$ cat config.mk
export PLATFORM = sky130hd
export DESIGN_NAME = period_capture_rpm_meter
export DESIGN_NICKNAME = d
export VERILOG_FILES = /design/src/hw/rtl/pcrm_pkg.sv /design/src/hw/rtl/pcrm_queue.sv /design/src/hw/rtl/pcrm_div.sv /design/src/hw/rtl/pcrm_front.sv /design/src/hw/rtl/pcrm_back.sv /design/src/hw/rtl/period_capture_rpm_meter.sv
export SDC_FILE = /design/constraint.sdc
export NUM_CORES = 1
export LEC_CHECK = 0
export ABC_AREA = 1
export BUFFER_PORTS_ARGS = -buffer_cell sky130_fd_sc_hd__buf_2
export CAP_MARGIN = 20
export CORE_ASPECT_RATIO = 0.8
export CORE_UTILIZATION = 35
export CTS_CLUSTER_SIZE = 28
export DETAILED_ROUTE_END_ITERATION = 10
export PLACE_DENSITY_LB_ADDON = 0.15
export SYNTH_ARGS = -nofsm -noshare
export SYNTH_HDL_FRONTEND = slang
export SYNTH_SLANG_ARGS = --single-unit
$ cat constraint.sdc
create_clock -name aclk -period 14.7 [get_ports aclk]
set_input_delay 0 -clock aclk [delete_from_list [all_inputs] [get_ports aclk]]
set_output_delay 0 -clock aclk [all_outputs]
set_load 0.03 [all_outputs]
$ cat src/hw/rtl/pcrm_pkg.sv
// ----------------------------------------------------------------------------
// pcrm_pkg
// Shared types and constants of the period capture rpm meter.
// ----------------------------------------------------------------------------
package pcrm_pkg;

    localparam int unsigned PERIOD_W   = 32;
    localparam int unsigned CAPTURE_W  = 16;
    localparam int unsigned CFG_IDX_W  = 2;
    localparam int unsigned CFG_DATA_W = 32;
    localparam int unsigned QUEUE_DEPTH = 4;

    // Register indexes
    localparam logic [CFG_IDX_W-1:0] CFG_CLOCK_HZ     = 2'd0;
    localparam logic [CFG_IDX_W-1:0] CFG_FREQ_DIVISOR = 2'd1;
    localparam logic [CFG_IDX_W-1:0] CFG_RPM_SCALE    = 2'd2;

    // Register reset values
    localparam logic [31:0] CLOCK_HZ_RESET     = 32'd168000000;
    localparam logic [15:0] FREQ_DIVISOR_RESET = 16'd100;
    localparam logic [7:0]  RPM_SCALE_RESET    = 8'd20;

    // Measured period handed from the front to the back
    typedef struct packed {
        logic                valid;
        logic [PERIOD_W-1:0] period;
    } period_item_t;

    // Divider request and response
    typedef struct packed {
        logic                start;
        logic [PERIOD_W-1:0] dividend;
        logic [PERIOD_W-1:0] divisor;
    } div_req_t;

    typedef struct packed {
        logic                done;
        logic [PERIOD_W-1:0] quotient;
    } div_rsp_t;

endpackage

$ cat src/hw/rtl/pcrm_queue.sv
// ----------------------------------------------------------------------------
// pcrm_queue
// Short first-in first-out queue of measured periods.
// ----------------------------------------------------------------------------
module pcrm_queue
    import pcrm_pkg::*;
(
    input  logic                aclk,
    input  logic                aresetn,
    input  period_item_t        push,
    output logic                full,
    input  logic                pop,
    output logic                empty,
    output logic [PERIOD_W-1:0] head
);

    localparam int unsigned PTR_W = $clog2(QUEUE_DEPTH);
    localparam int unsigned CNT_W = $clog2(QUEUE_DEPTH + 1);

    logic [PERIOD_W-1:0] slot_reg [QUEUE_DEPTH];
    logic [PTR_W-1:0]    wr_ptr_reg, wr_ptr_next;
    logic [PTR_W-1:0]    rd_ptr_reg, rd_ptr_next;
    logic [CNT_W-1:0]    count_reg, count_next;
    logic                do_push, do_pop;

    assign full    = (count_reg == CNT_W'(QUEUE_DEPTH));
    assign empty   = (count_reg == '0);
    assign head    = slot_reg[rd_ptr_reg];
    assign do_push = push.valid && !full;
    assign do_pop  = pop && !empty;

    always_comb begin
        wr_ptr_next = do_push ? PTR_W'(wr_ptr_reg + 1'b1) : wr_ptr_reg;
        rd_ptr_next = do_pop  ? PTR_W'(rd_ptr_reg + 1'b1) : rd_ptr_reg;
        count_next  = count_reg;
        if (do_push && !do_pop) begin
            count_next = CNT_W'(count_reg + 1'b1);
        end else if (do_pop && !do_push) begin
            count_next = CNT_W'(count_reg - 1'b1);
        end
    end

    always_ff @(posedge aclk) begin
        if (!aresetn) begin
            wr_ptr_reg <= '0;
            rd_ptr_reg <= '0;
            count_reg  <= '0;
        end else begin
            wr_ptr_reg <= wr_ptr_next;
            rd_ptr_reg <= rd_ptr_next;
            count_reg  <= count_next;
        end
    end

    always_ff @(posedge aclk) begin
        if (do_push) begin
            slot_reg[wr_ptr_reg] <= push.period;
        end
    end

endmodule

$ cat src/hw/rtl/pcrm_div.sv
// ----------------------------------------------------------------------------
// pcrm_div
// Restoring divider, one quotient bit per cycle.
// ----------------------------------------------------------------------------
module pcrm_div
    import pcrm_pkg::*;
(
    input  logic     aclk,
    input  logic     aresetn,
    input  div_req_t req,
    output div_rsp_t rsp
);

    localparam int unsigned STEP_W = $clog2(PERIOD_W);

    logic                busy_reg, busy_next;
    logic                done_reg, done_next;
    logic [STEP_W-1:0]   step_reg, step_next;
    logic [PERIOD_W-1:0] rem_reg, rem_next;
    logic [PERIOD_W-1:0] quo_reg, quo_next;
    logic [PERIOD_W-1:0] dvs_reg, dvs_next;
    logic [PERIOD_W:0]   trial;
    logic                fits;

    assign trial = {rem_reg, quo_reg[PERIOD_W-1]};
    assign fits  = (trial >= {1'b0, dvs_reg});

    always_comb begin
        busy_next = busy_reg;
        done_next = 1'b0;
        step_next = step_reg;
        rem_next  = rem_reg;
        quo_next  = quo_reg;
        dvs_next  = dvs_reg;
        if (req.start) begin
            busy_next = 1'b1;
            step_next = '0;
            rem_next  = '0;
            quo_next  = req.dividend;
            dvs_next  = req.divisor;
        end else if (busy_reg) begin
            rem_next  = fits ? PERIOD_W'(trial - {1'b0, dvs_reg}) : trial[PERIOD_W-1:0];
            quo_next  = {quo_reg[PERIOD_W-2:0], fits};
            step_next = STEP_W'(step_reg + 1'b1);
            if (step_reg == STEP_W'(PERIOD_W - 1)) begin
                busy_next = 1'b0;
                done_next = 1'b1;
            end
        end
    end

    always_ff @(posedge aclk) begin
        if (!aresetn) begin
            busy_reg <= 1'b0;
            done_reg <= 1'b0;
            step_reg <= '0;
        end else begin
            busy_reg <= busy_next;
            done_reg <= done_next;
            step_reg <= step_next;
        end
    end

    always_ff @(posedge aclk) begin
        rem_reg <= rem_next;
        quo_reg <= quo_next;
        dvs_reg <= dvs_next;
    end

    assign rsp.done     = done_reg;
    assign rsp.quotient = quo_reg;

endmodule

$ cat src/hw/rtl/pcrm_front.sv
// ----------------------------------------------------------------------------
// pcrm_front
// Edge phase tracking, overflow counting and period forming.
// ----------------------------------------------------------------------------
module pcrm_front
    import pcrm_pkg::*;
#(
    parameter int unsigned COUNTER_WIDTH  = 16,
    parameter int unsigned OVERFLOW_WIDTH = 16
) (
    input  logic                 aclk,
    input  logic                 aresetn,
    input  logic                 s_tvalid,
    output logic                 s_tready,
    input  logic [CAPTURE_W-1:0] s_tdata,
    input  logic                 s_tuser,
    input  logic                 queue_full,
    output period_item_t         push
);

    // Only the counter bits that exist in the captured value are kept.
    localparam int unsigned CAP_W = (COUNTER_WIDTH < CAPTURE_W) ? COUNTER_WIDTH : CAPTURE_W;

    logic                      pending_reg, pending_next;
    logic [CAP_W-1:0]          first_reg, first_next;
    logic [OVERFLOW_WIDTH-1:0] ovf_reg, ovf_next;
    logic                      accept;
    logic [CAP_W-1:0]          cap;
    logic [PERIOD_W-1:0]       period;

    assign s_tready = !queue_full;
    assign accept   = s_tvalid && s_tready;
    assign cap      = s_tdata[CAP_W-1:0];

    assign period = PERIOD_W'(64'(ovf_reg) << COUNTER_WIDTH)
                  + PERIOD_W'(cap) - PERIOD_W'(first_reg);

    always_comb begin
        pending_next = pending_reg;
        first_next   = first_reg;
        ovf_next     = ovf_reg;
        push.valid   = 1'b0;
        push.period  = period;
        if (accept) begin
            if (!s_tuser) begin
                if (pending_reg && !(&ovf_reg)) begin
                    ovf_next = OVERFLOW_WIDTH'(ovf_reg + 1'b1);
                end
            end else if (!pending_reg) begin
                first_next   = cap;
                ovf_next     = '0;
                pending_next = 1'b1;
            end else begin
                ovf_next     = '0;
                pending_next = 1'b0;
                push.valid   = 1'b1;
            end
        end
    end

    always_ff @(posedge aclk) begin
        if (!aresetn) begin
            pending_reg <= 1'b0;
            first_reg   <= '0;
            ovf_reg     <= '0;
        end else begin
            pending_reg <= pending_next;
            first_reg   <= first_next;
            ovf_reg     <= ovf_next;
        end
    end

endmodule

$ cat src/hw/rtl/pcrm_back.sv
// ----------------------------------------------------------------------------
// pcrm_back
// Frequency and rpm evaluation of queued periods, result register.
// ----------------------------------------------------------------------------
module pcrm_back
    import pcrm_pkg::*;
(
    input  logic                  aclk,
    input  logic                  aresetn,
    input  logic                  cfg_wr_en,
    input  logic [CFG_IDX_W-1:0]  cfg_index,
    input  logic [CFG_DATA_W-1:0] cfg_wdata,
    input  logic                  queue_empty,
    input  logic [PERIOD_W-1:0]   queue_head,
    output logic                  queue_pop,
    output logic                  m_tvalid,
    input  logic                  m_tready,
    output logic [3*PERIOD_W-1:0] m_tdata,
    output logic                  m_tuser
);

    typedef enum logic [4:0] {
        ST_IDLE = 5'b00001,
        ST_DIV1 = 5'b00010,
        ST_DIV2 = 5'b00100,
        ST_MUL  = 5'b01000,
        ST_OUT  = 5'b10000
    } state_t;

    state_t state_reg, state_next;

    logic [31:0] clock_hz_reg;
    logic [15:0] freq_div_reg;
    logic [7:0]  rpm_scale_reg;

    div_req_t req_reg, req_next;
    div_rsp_t rsp;

    logic [PERIOD_W-1:0] period_reg, period_next;
    logic [PERIOD_W-1:0] freq_reg, freq_next;
    logic [PERIOD_W-1:0] rpm_reg, rpm_next;
    logic                zero_reg, zero_next;
    logic [15:0]         div_eff;
    logic [39:0]         product;

    // A divisor of zero acts as one.
    assign div_eff = (freq_div_reg == '0) ? 16'd1 : freq_div_reg;
    assign product = 40'(freq_reg) * 40'(rpm_scale_reg);

    always_ff @(posedge aclk) begin
        if (!aresetn) begin
            clock_hz_reg  <= CLOCK_HZ_RESET;
            freq_div_reg  <= FREQ_DIVISOR_RESET;
            rpm_scale_reg <= RPM_SCALE_RESET;
        end else if (cfg_wr_en) begin
            case (cfg_index)
                CFG_CLOCK_HZ:     clock_hz_reg  <= cfg_wdata[31:0];
                CFG_FREQ_DIVISOR: freq_div_reg  <= cfg_wdata[15:0];
                CFG_RPM_SCALE:    rpm_scale_reg <= cfg_wdata[7:0];
                default:          ;
            endcase
        end
    end

    always_comb begin
        state_next       = state_reg;
        req_next         = req_reg;
        req_next.start   = 1'b0;
        period_next      = period_reg;
        freq_next        = freq_reg;
        rpm_next         = rpm_reg;
        zero_next        = zero_reg;
        queue_pop        = 1'b0;
        case (state_reg)
            ST_IDLE: begin
                if (!queue_empty) begin
                    queue_pop   = 1'b1;
                    period_next = queue_head;
                    if (queue_head == '0) begin
                        freq_next  = '0;
                        rpm_next   = '0;
                        zero_next  = 1'b1;
                        state_next = ST_OUT;
                    end else begin
                        zero_next         = 1'b0;
                        req_next.start    = 1'b1;
                        req_next.dividend = clock_hz_reg;
                        req_next.divisor  = queue_head;
                        state_next        = ST_DIV1;
                    end
                end
            end
            ST_DIV1: begin
                if (rsp.done) begin
                    req_next.start    = 1'b1;
                    req_next.dividend = rsp.quotient;
                    req_next.divisor  = PERIOD_W'(div_eff);
                    state_next        = ST_DIV2;
                end
            end
            ST_DIV2: begin
                if (rsp.done) begin
                    freq_next  = rsp.quotient;
                    state_next = ST_MUL;
                end
            end
            ST_MUL: begin
                rpm_next   = product[PERIOD_W-1:0];
                state_next = ST_OUT;
            end
            ST_OUT: begin
                if (m_tready) begin
                    state_next = ST_IDLE;
                end
            end
            default: begin
                state_next = ST_IDLE;
            end
        endcase
    end

    always_ff @(posedge aclk) begin
        if (!aresetn) begin
            state_reg <= ST_IDLE;
            req_reg   <= '0;
        end else begin
            state_reg <= state_next;
            req_reg   <= req_next;
        end
    end

    always_ff @(posedge aclk) begin
        period_reg <= period_next;
        freq_reg   <= freq_next;
        rpm_reg    <= rpm_next;
        zero_reg   <= zero_next;
    end

    pcrm_div u_div (
        .aclk    (aclk),
        .aresetn (aresetn),
        .req     (req_reg),
        .rsp     (rsp)
    );

    assign m_tvalid = (state_reg == ST_OUT);
    assign m_tdata  = {rpm_reg, freq_reg, period_reg};
    assign m_tuser  = zero_reg;

endmodule

$ cat src/hw/rtl/period_capture_rpm_meter.sv
// ----------------------------------------------------------------------------
// period_capture_rpm_meter
// Measures a signal period from timer events and reports frequency and rpm.
// ----------------------------------------------------------------------------
// Flow: each pair-closing edge's period is written into the queue, popped by the back,
//   divided by two passes of the divider, then multiplied; a zero period
//   skips the divisions and the multiply and goes straight to the output.
// Throughput: the back evaluates one period at a time on the shared bit-serial
//   divider; ticks and first edges are taken every cycle while the queue has room.
// Reset: synchronous, active low; clears edge phase, overflow count, queue and
//   restores clock_hz 168000000, freq_divisor 100, rpm_scale 20.
module period_capture_rpm_meter
    import pcrm_pkg::*;
#(
    parameter int unsigned COUNTER_WIDTH  = 16,
    parameter int unsigned OVERFLOW_WIDTH = 16
) (
    input  logic                  aclk,
    input  logic                  aresetn,
    // Configuration writes
    input  logic                  cfg_wr_en,
    input  logic [CFG_IDX_W-1:0]  cfg_index,
    input  logic [CFG_DATA_W-1:0] cfg_wdata,
    // Timer events
    input  logic                  s_tvalid,
    output logic                  s_tready,
    input  logic [15:0]           s_tdata,  // [15:0] capture_value
    input  logic                  s_tuser,  // [0] action (0 overflow tick, 1 edge capture)
    // Measurements
    output logic                  m_tvalid,
    input  logic                  m_tready,
    output logic [95:0]           m_tdata,  // [31:0] period_ticks, [63:32] frequency,
                                            // [95:64] rpm
    output logic                  m_tuser   // [0] zero_period
);

    period_item_t        push;
    logic                queue_full;
    logic                queue_empty;
    logic                queue_pop;
    logic [PERIOD_W-1:0] queue_head;

    // Front: track the edge phase, count overflows, form the period and
    // hand it over on each edge that closes a pair.
    pcrm_front #(
        .COUNTER_WIDTH  (COUNTER_WIDTH),
        .OVERFLOW_WIDTH (OVERFLOW_WIDTH)
    ) u_front (
        .aclk       (aclk),
        .aresetn    (aresetn),
        .s_tvalid   (s_tvalid),
        .s_tready   (s_tready),
        .s_tdata    (s_tdata),
        .s_tuser    (s_tuser),
        .queue_full (queue_full),
        .push       (push)
    );

    // Queue: decouple event intake from the slow arithmetic.
    pcrm_queue u_queue (
        .aclk    (aclk),
        .aresetn (aresetn),
        .push    (push),
        .full    (queue_full),
        .pop     (queue_pop),
        .empty   (queue_empty),
        .head    (queue_head)
    );

    // Back: divide twice and scale a nonzero period, hold the result until taken.
    pcrm_back u_back (
        .aclk        (aclk),
        .aresetn     (aresetn),
        .cfg_wr_en   (cfg_wr_en),
        .cfg_index   (cfg_index),
        .cfg_wdata   (cfg_wdata),
        .queue_empty (queue_empty),
        .queue_head  (queue_head),
        .queue_pop   (queue_pop),
        .m_tvalid    (m_tvalid),
        .m_tready    (m_tready),
        .m_tdata     (m_tdata),
        .m_tuser     (m_tuser)
    );

endmodule

==> out/results.tsv <==
stage	metric	value	unit
timing	Slew @ Worst Pin	1060	ps
floorplan	Row Count	96	
yosys	area share of and/or/nand/nor cells after synthesis	22.1	%
drt	Routed Antenna Nets	0	
yosys	synthesized instance count	3769	
timing	Rel. slew slack	29.4	%
global_route	grt met2 use	27.0	%
place	Post-DP Area	32000	µm²
yosys	largest family of logic cells by synthesized area	simple AND/OR/NAND/NOR gates	
timing	Hold Fails Final Rpt	0	
yosys	sequential area share after synthesis	42.4	%
min_path	worst min-delay path class	primary input to register	
yosys	area leader, netlist	edfxtp_1	
floorplan	IO Count	155	
timing	Final setup violation count	0	
global_route	grt met1 use	31.3	%
timing	setup TNS	0	ps
place	DP HPWL	61100	µm
clocking	Root Driver	clkbuf_16	
yosys	top post-synthesis cells by area	edfxtp_1 29%, dfxtp_1 14%, nand2_1 12%	
clocking	CTS Buffer Depth	3	
worst_setup_path	r2r setup slk	9080	ps
worst_setup_path	CP Class	register to register	
yosys	synthesis warning total	0	
floorplan	full die area	87700	µm²
timing	Final Skew	28.3	ps
timing	Final Cycle Share	38.3	%
yosys	Synth async-reset ratio	0	%
clocking	post_cts resized	0	
yosys	post-synthesis compound-gate area fraction	8.02	%
worst_setup_path	CP endpoint kind	register	
yosys	FF+latch count, synth	496	
worst_setup_path	reg2reg end	u_back.rpm_reg[27]	
yosys	Syn Nets	4081	
yosys	Post-Synth Adder-Cell Area	14.5	%
yosys	multiplexer share of the synthesized area	0	%
place	PortBufs	154	
worst_setup_path	largest fanout on the critical path	26	
min_path	worst hold start	cfg_wdata[23]	
yosys	Syn Std Cell Area	30300	µm²
global_route	total track usage	19.4	%
yosys	synth unique cells	42	
global_route	first-pass GRT wire length	133000	µm
floorplan	Die X	331	µm
final_layout	fill count	8825	
final_layout	final core occ	40.5	%
power_and_ir_drop	VDD IR max	183	µV
worst_setup_path	WP data arrival	6100	ps
min_path	hold depth	4	
yosys	Synth Area in XOR/XNOR	1.59	%
floorplan	Initial Util	35.3	%
yosys	Syn Area/Cell	8.03	µm²
global_route	total congestion overflow	0	
worst_setup_path	Critical R2R Launch	u_back.rpm_scale_reg[7]	
drt	WL final	84600	µm
final_layout	Largest register FFs	128	
floorplan	DIE HEIGHT	265	µm
clocking	H-tree depth	2	
worst_setup_path	R2R depth	17	
drt	Wirelength per Cell	16.6	µm
global_route	initial antenna violation count	0	
worst_setup_path	critical path startpoint category	register	
yosys	ys flop type	edfxtp_1	
clocking	total CTS buffers	55	
final_layout	Final #Nets	4244	
global_route	largest net degree at the start of global routing	67	
final_layout	area grow syn2layout	14.6	%
final_layout	Layout Cell Area excl Fill	34700	µm²
min_path	WHS Endpoint	u_back.clock_hz_reg[23]	
global_route	grt peak-use layer	met1	
place	placed insts	4921	
floorplan	Core ar.	85600	µm²
global_route	vias in the first global route	23000	
clocking	clk slew on worst S/H paths	70	ps
flow_run	Max-Cap Viols	0	
place	GPL Wtd Cong	0.888	
clocking	worst skew pair latency	620	ps
drt	Remaining DRCs	0	
timing	fin. max-slew vios	0	
power_and_ir_drop	leakage	0.0165	µW
timing	Fmax achieved	178	MHz
final_layout	fin cells	5108	
power_and_ir_drop	pwr/cell area	210	nW/µm²
timing	RSZ-0062 raised after global routing	false	
clocking	Clock Sinks	496	
timing	Period minus WS final	5620	ps
outcome	status	finished clean	
worst_setup_path	CP Data Required Time	15180	ps
global_route	GR Util met3	2.49	%
drt	via-per-instance ratio	4.75	
drt	DRT iter0 DRCs	1909	
drt	router iterations before antenna repair	5	
clocking	CTS tree	done	
yosys	Synth top area share	28.7	%
yosys	Post-synth EDFFs	289	
final_layout	share of cells above drive strength 1	7.34	%
drt	Vias	24300	
==> worst max-delay path: stages, from the launching register on <==
cell,delay (ps)
dfxtp_1,1010
nand2_1,180
fa_1,560
fa_1,540
inv_1,60
fa_1,530
inv_1,50
fa_1,530
inv_1,40
ha_1,370
nand2_1,120
o21ai_0,350
nor2_1,120
o21ai_0,480
nand3_1,190
nand3_1,130
o21ai_0,80
a21oi_1,130
==> cells by family (layout without fill, tap and decap cells) <==
kind of cell    Yosys count  after routing
other cells               0              2
compound gates          456            456
buf+inv                 887           1097
fa+ha+maj               256            256
xor+xnor                 55             55
simple gates           1619           1619
flops                   496            496
==> how the worst max path moves through the flow <==
stage | from | slack, ps | endpoint
CTS | u_back.rpm_scale_reg[6] | 9140 | u_back.rpm_reg[27]
finish | u_back.rpm_scale_reg[7] | 9080 | u_back.rpm_reg[27]
global placement | u_back.rpm_scale_reg[4] | 9120 | u_back.rpm_reg[19]
global route | u_back.rpm_scale_reg[7] | 8730 | u_back.rpm_reg[27]
floorplan | u_back.rpm_scale_reg[7] | 10010 | u_back.rpm_reg[19]
detailed placement | u_back.rpm_scale_reg[6] | 9150 | u_back.rpm_reg[27]
==> power by group <==
part	switching, µW	total, µW	internal, µW
combinational	2630	3740	1120
clock	591	1360	770
sequential	262	2170	1910
total	3480	7270	3790
==> area by class of cell <==
type	count	area [µm²]	share of cell area [%]
inverters	725	2720	7.85
well taps	1127	1410	4.07
repair buffers	268	1900	5.48
multi-input cells	2386	14000	40.5
diodes	2	5.00	0.0144
flip-flops and latches	496	12800	37.0
clock buffers	75	1490	4.30
clock inverters	29	275	0.794
==> cells in the final DEF, fill, tap and decap left out, types with 4 or more instances in the layout <==
cell type / Yosys / routed
clkinv_2: 0 / 7
o21a_1: 16 / 16
buf_16: 0 / 4
xor2_1: 33 / 33
o211ai_1: 4 / 4
o21ai_0: 178 / 178
edfxtp_1: 289 / 289
clkbuf_16: 0 / 56
nand2_1: 953 / 952
nand4_1: 59 / 59
a21o_1: 8 / 8
a21oi_1: 221 / 221
inv_1: 721 / 720
nor2_1: 280 / 273
xnor2_1: 22 / 22
buf_2: 27 / 154
nor4_1: 11 / 11
nand3_1: 270 / 270
inv_2: 2 / 4
fa_1: 159 / 159
nor3_1: 26 / 22
clkinv_1: 2 / 10
or2_2: 5 / 5
dfxtp_1: 207 / 204
buf_4: 8 / 32
nor3_2: 0 / 4
clkbuf_1: 94 / 17
nor2_2: 0 / 5
dlygate4sd3_1: 0 / 78
a31oi_1: 6 / 6
nand3b_1: 9 / 9
ha_1: 97 / 97
o21bai_1: 9 / 9
==> metrics by stage <==
stage	hold WS, ps	setup WS [ps]	total power, µW
3_3_place_gp	226	9120	5910
2_1_floorplan	113	10010	4810
3_5_place_dp	226	9150	5890
6_report	174	9080	7270
4_1_cts	117	9140	7310
5_1_grt	170	8730	7900
==> routing by layer <==
metal / wire length, µm / vias up
li1: - / 12200
met1: 45100 / 11500
met2: 33900 / 547
met3: 4180 / 75
met4: 1320 / 0
met5: 0 / -
==> synth_stat cells, drive strengths merged (4+ instances only) <==
cell,number
nand2,953
inv,723
edfxtp,289
nor2,280
nand3,270
a21oi,221
dfxtp,207
o21ai,178
fa,159
clkbuf,108
ha,97
nand4,59
buf,54
xor2,33
nor3,26
xnor2,22
o21a,16
nor4,11
nand3b,9
o21bai,9
a21o,8
a31oi,6
or2,5
o211ai,4
==> what timing repair did <==
item	in CTS	in global routing
hold endpoints to repair	89	0
setup buffers	0	0
hold buffers	78	0
(Power assumes the default switching activity.)
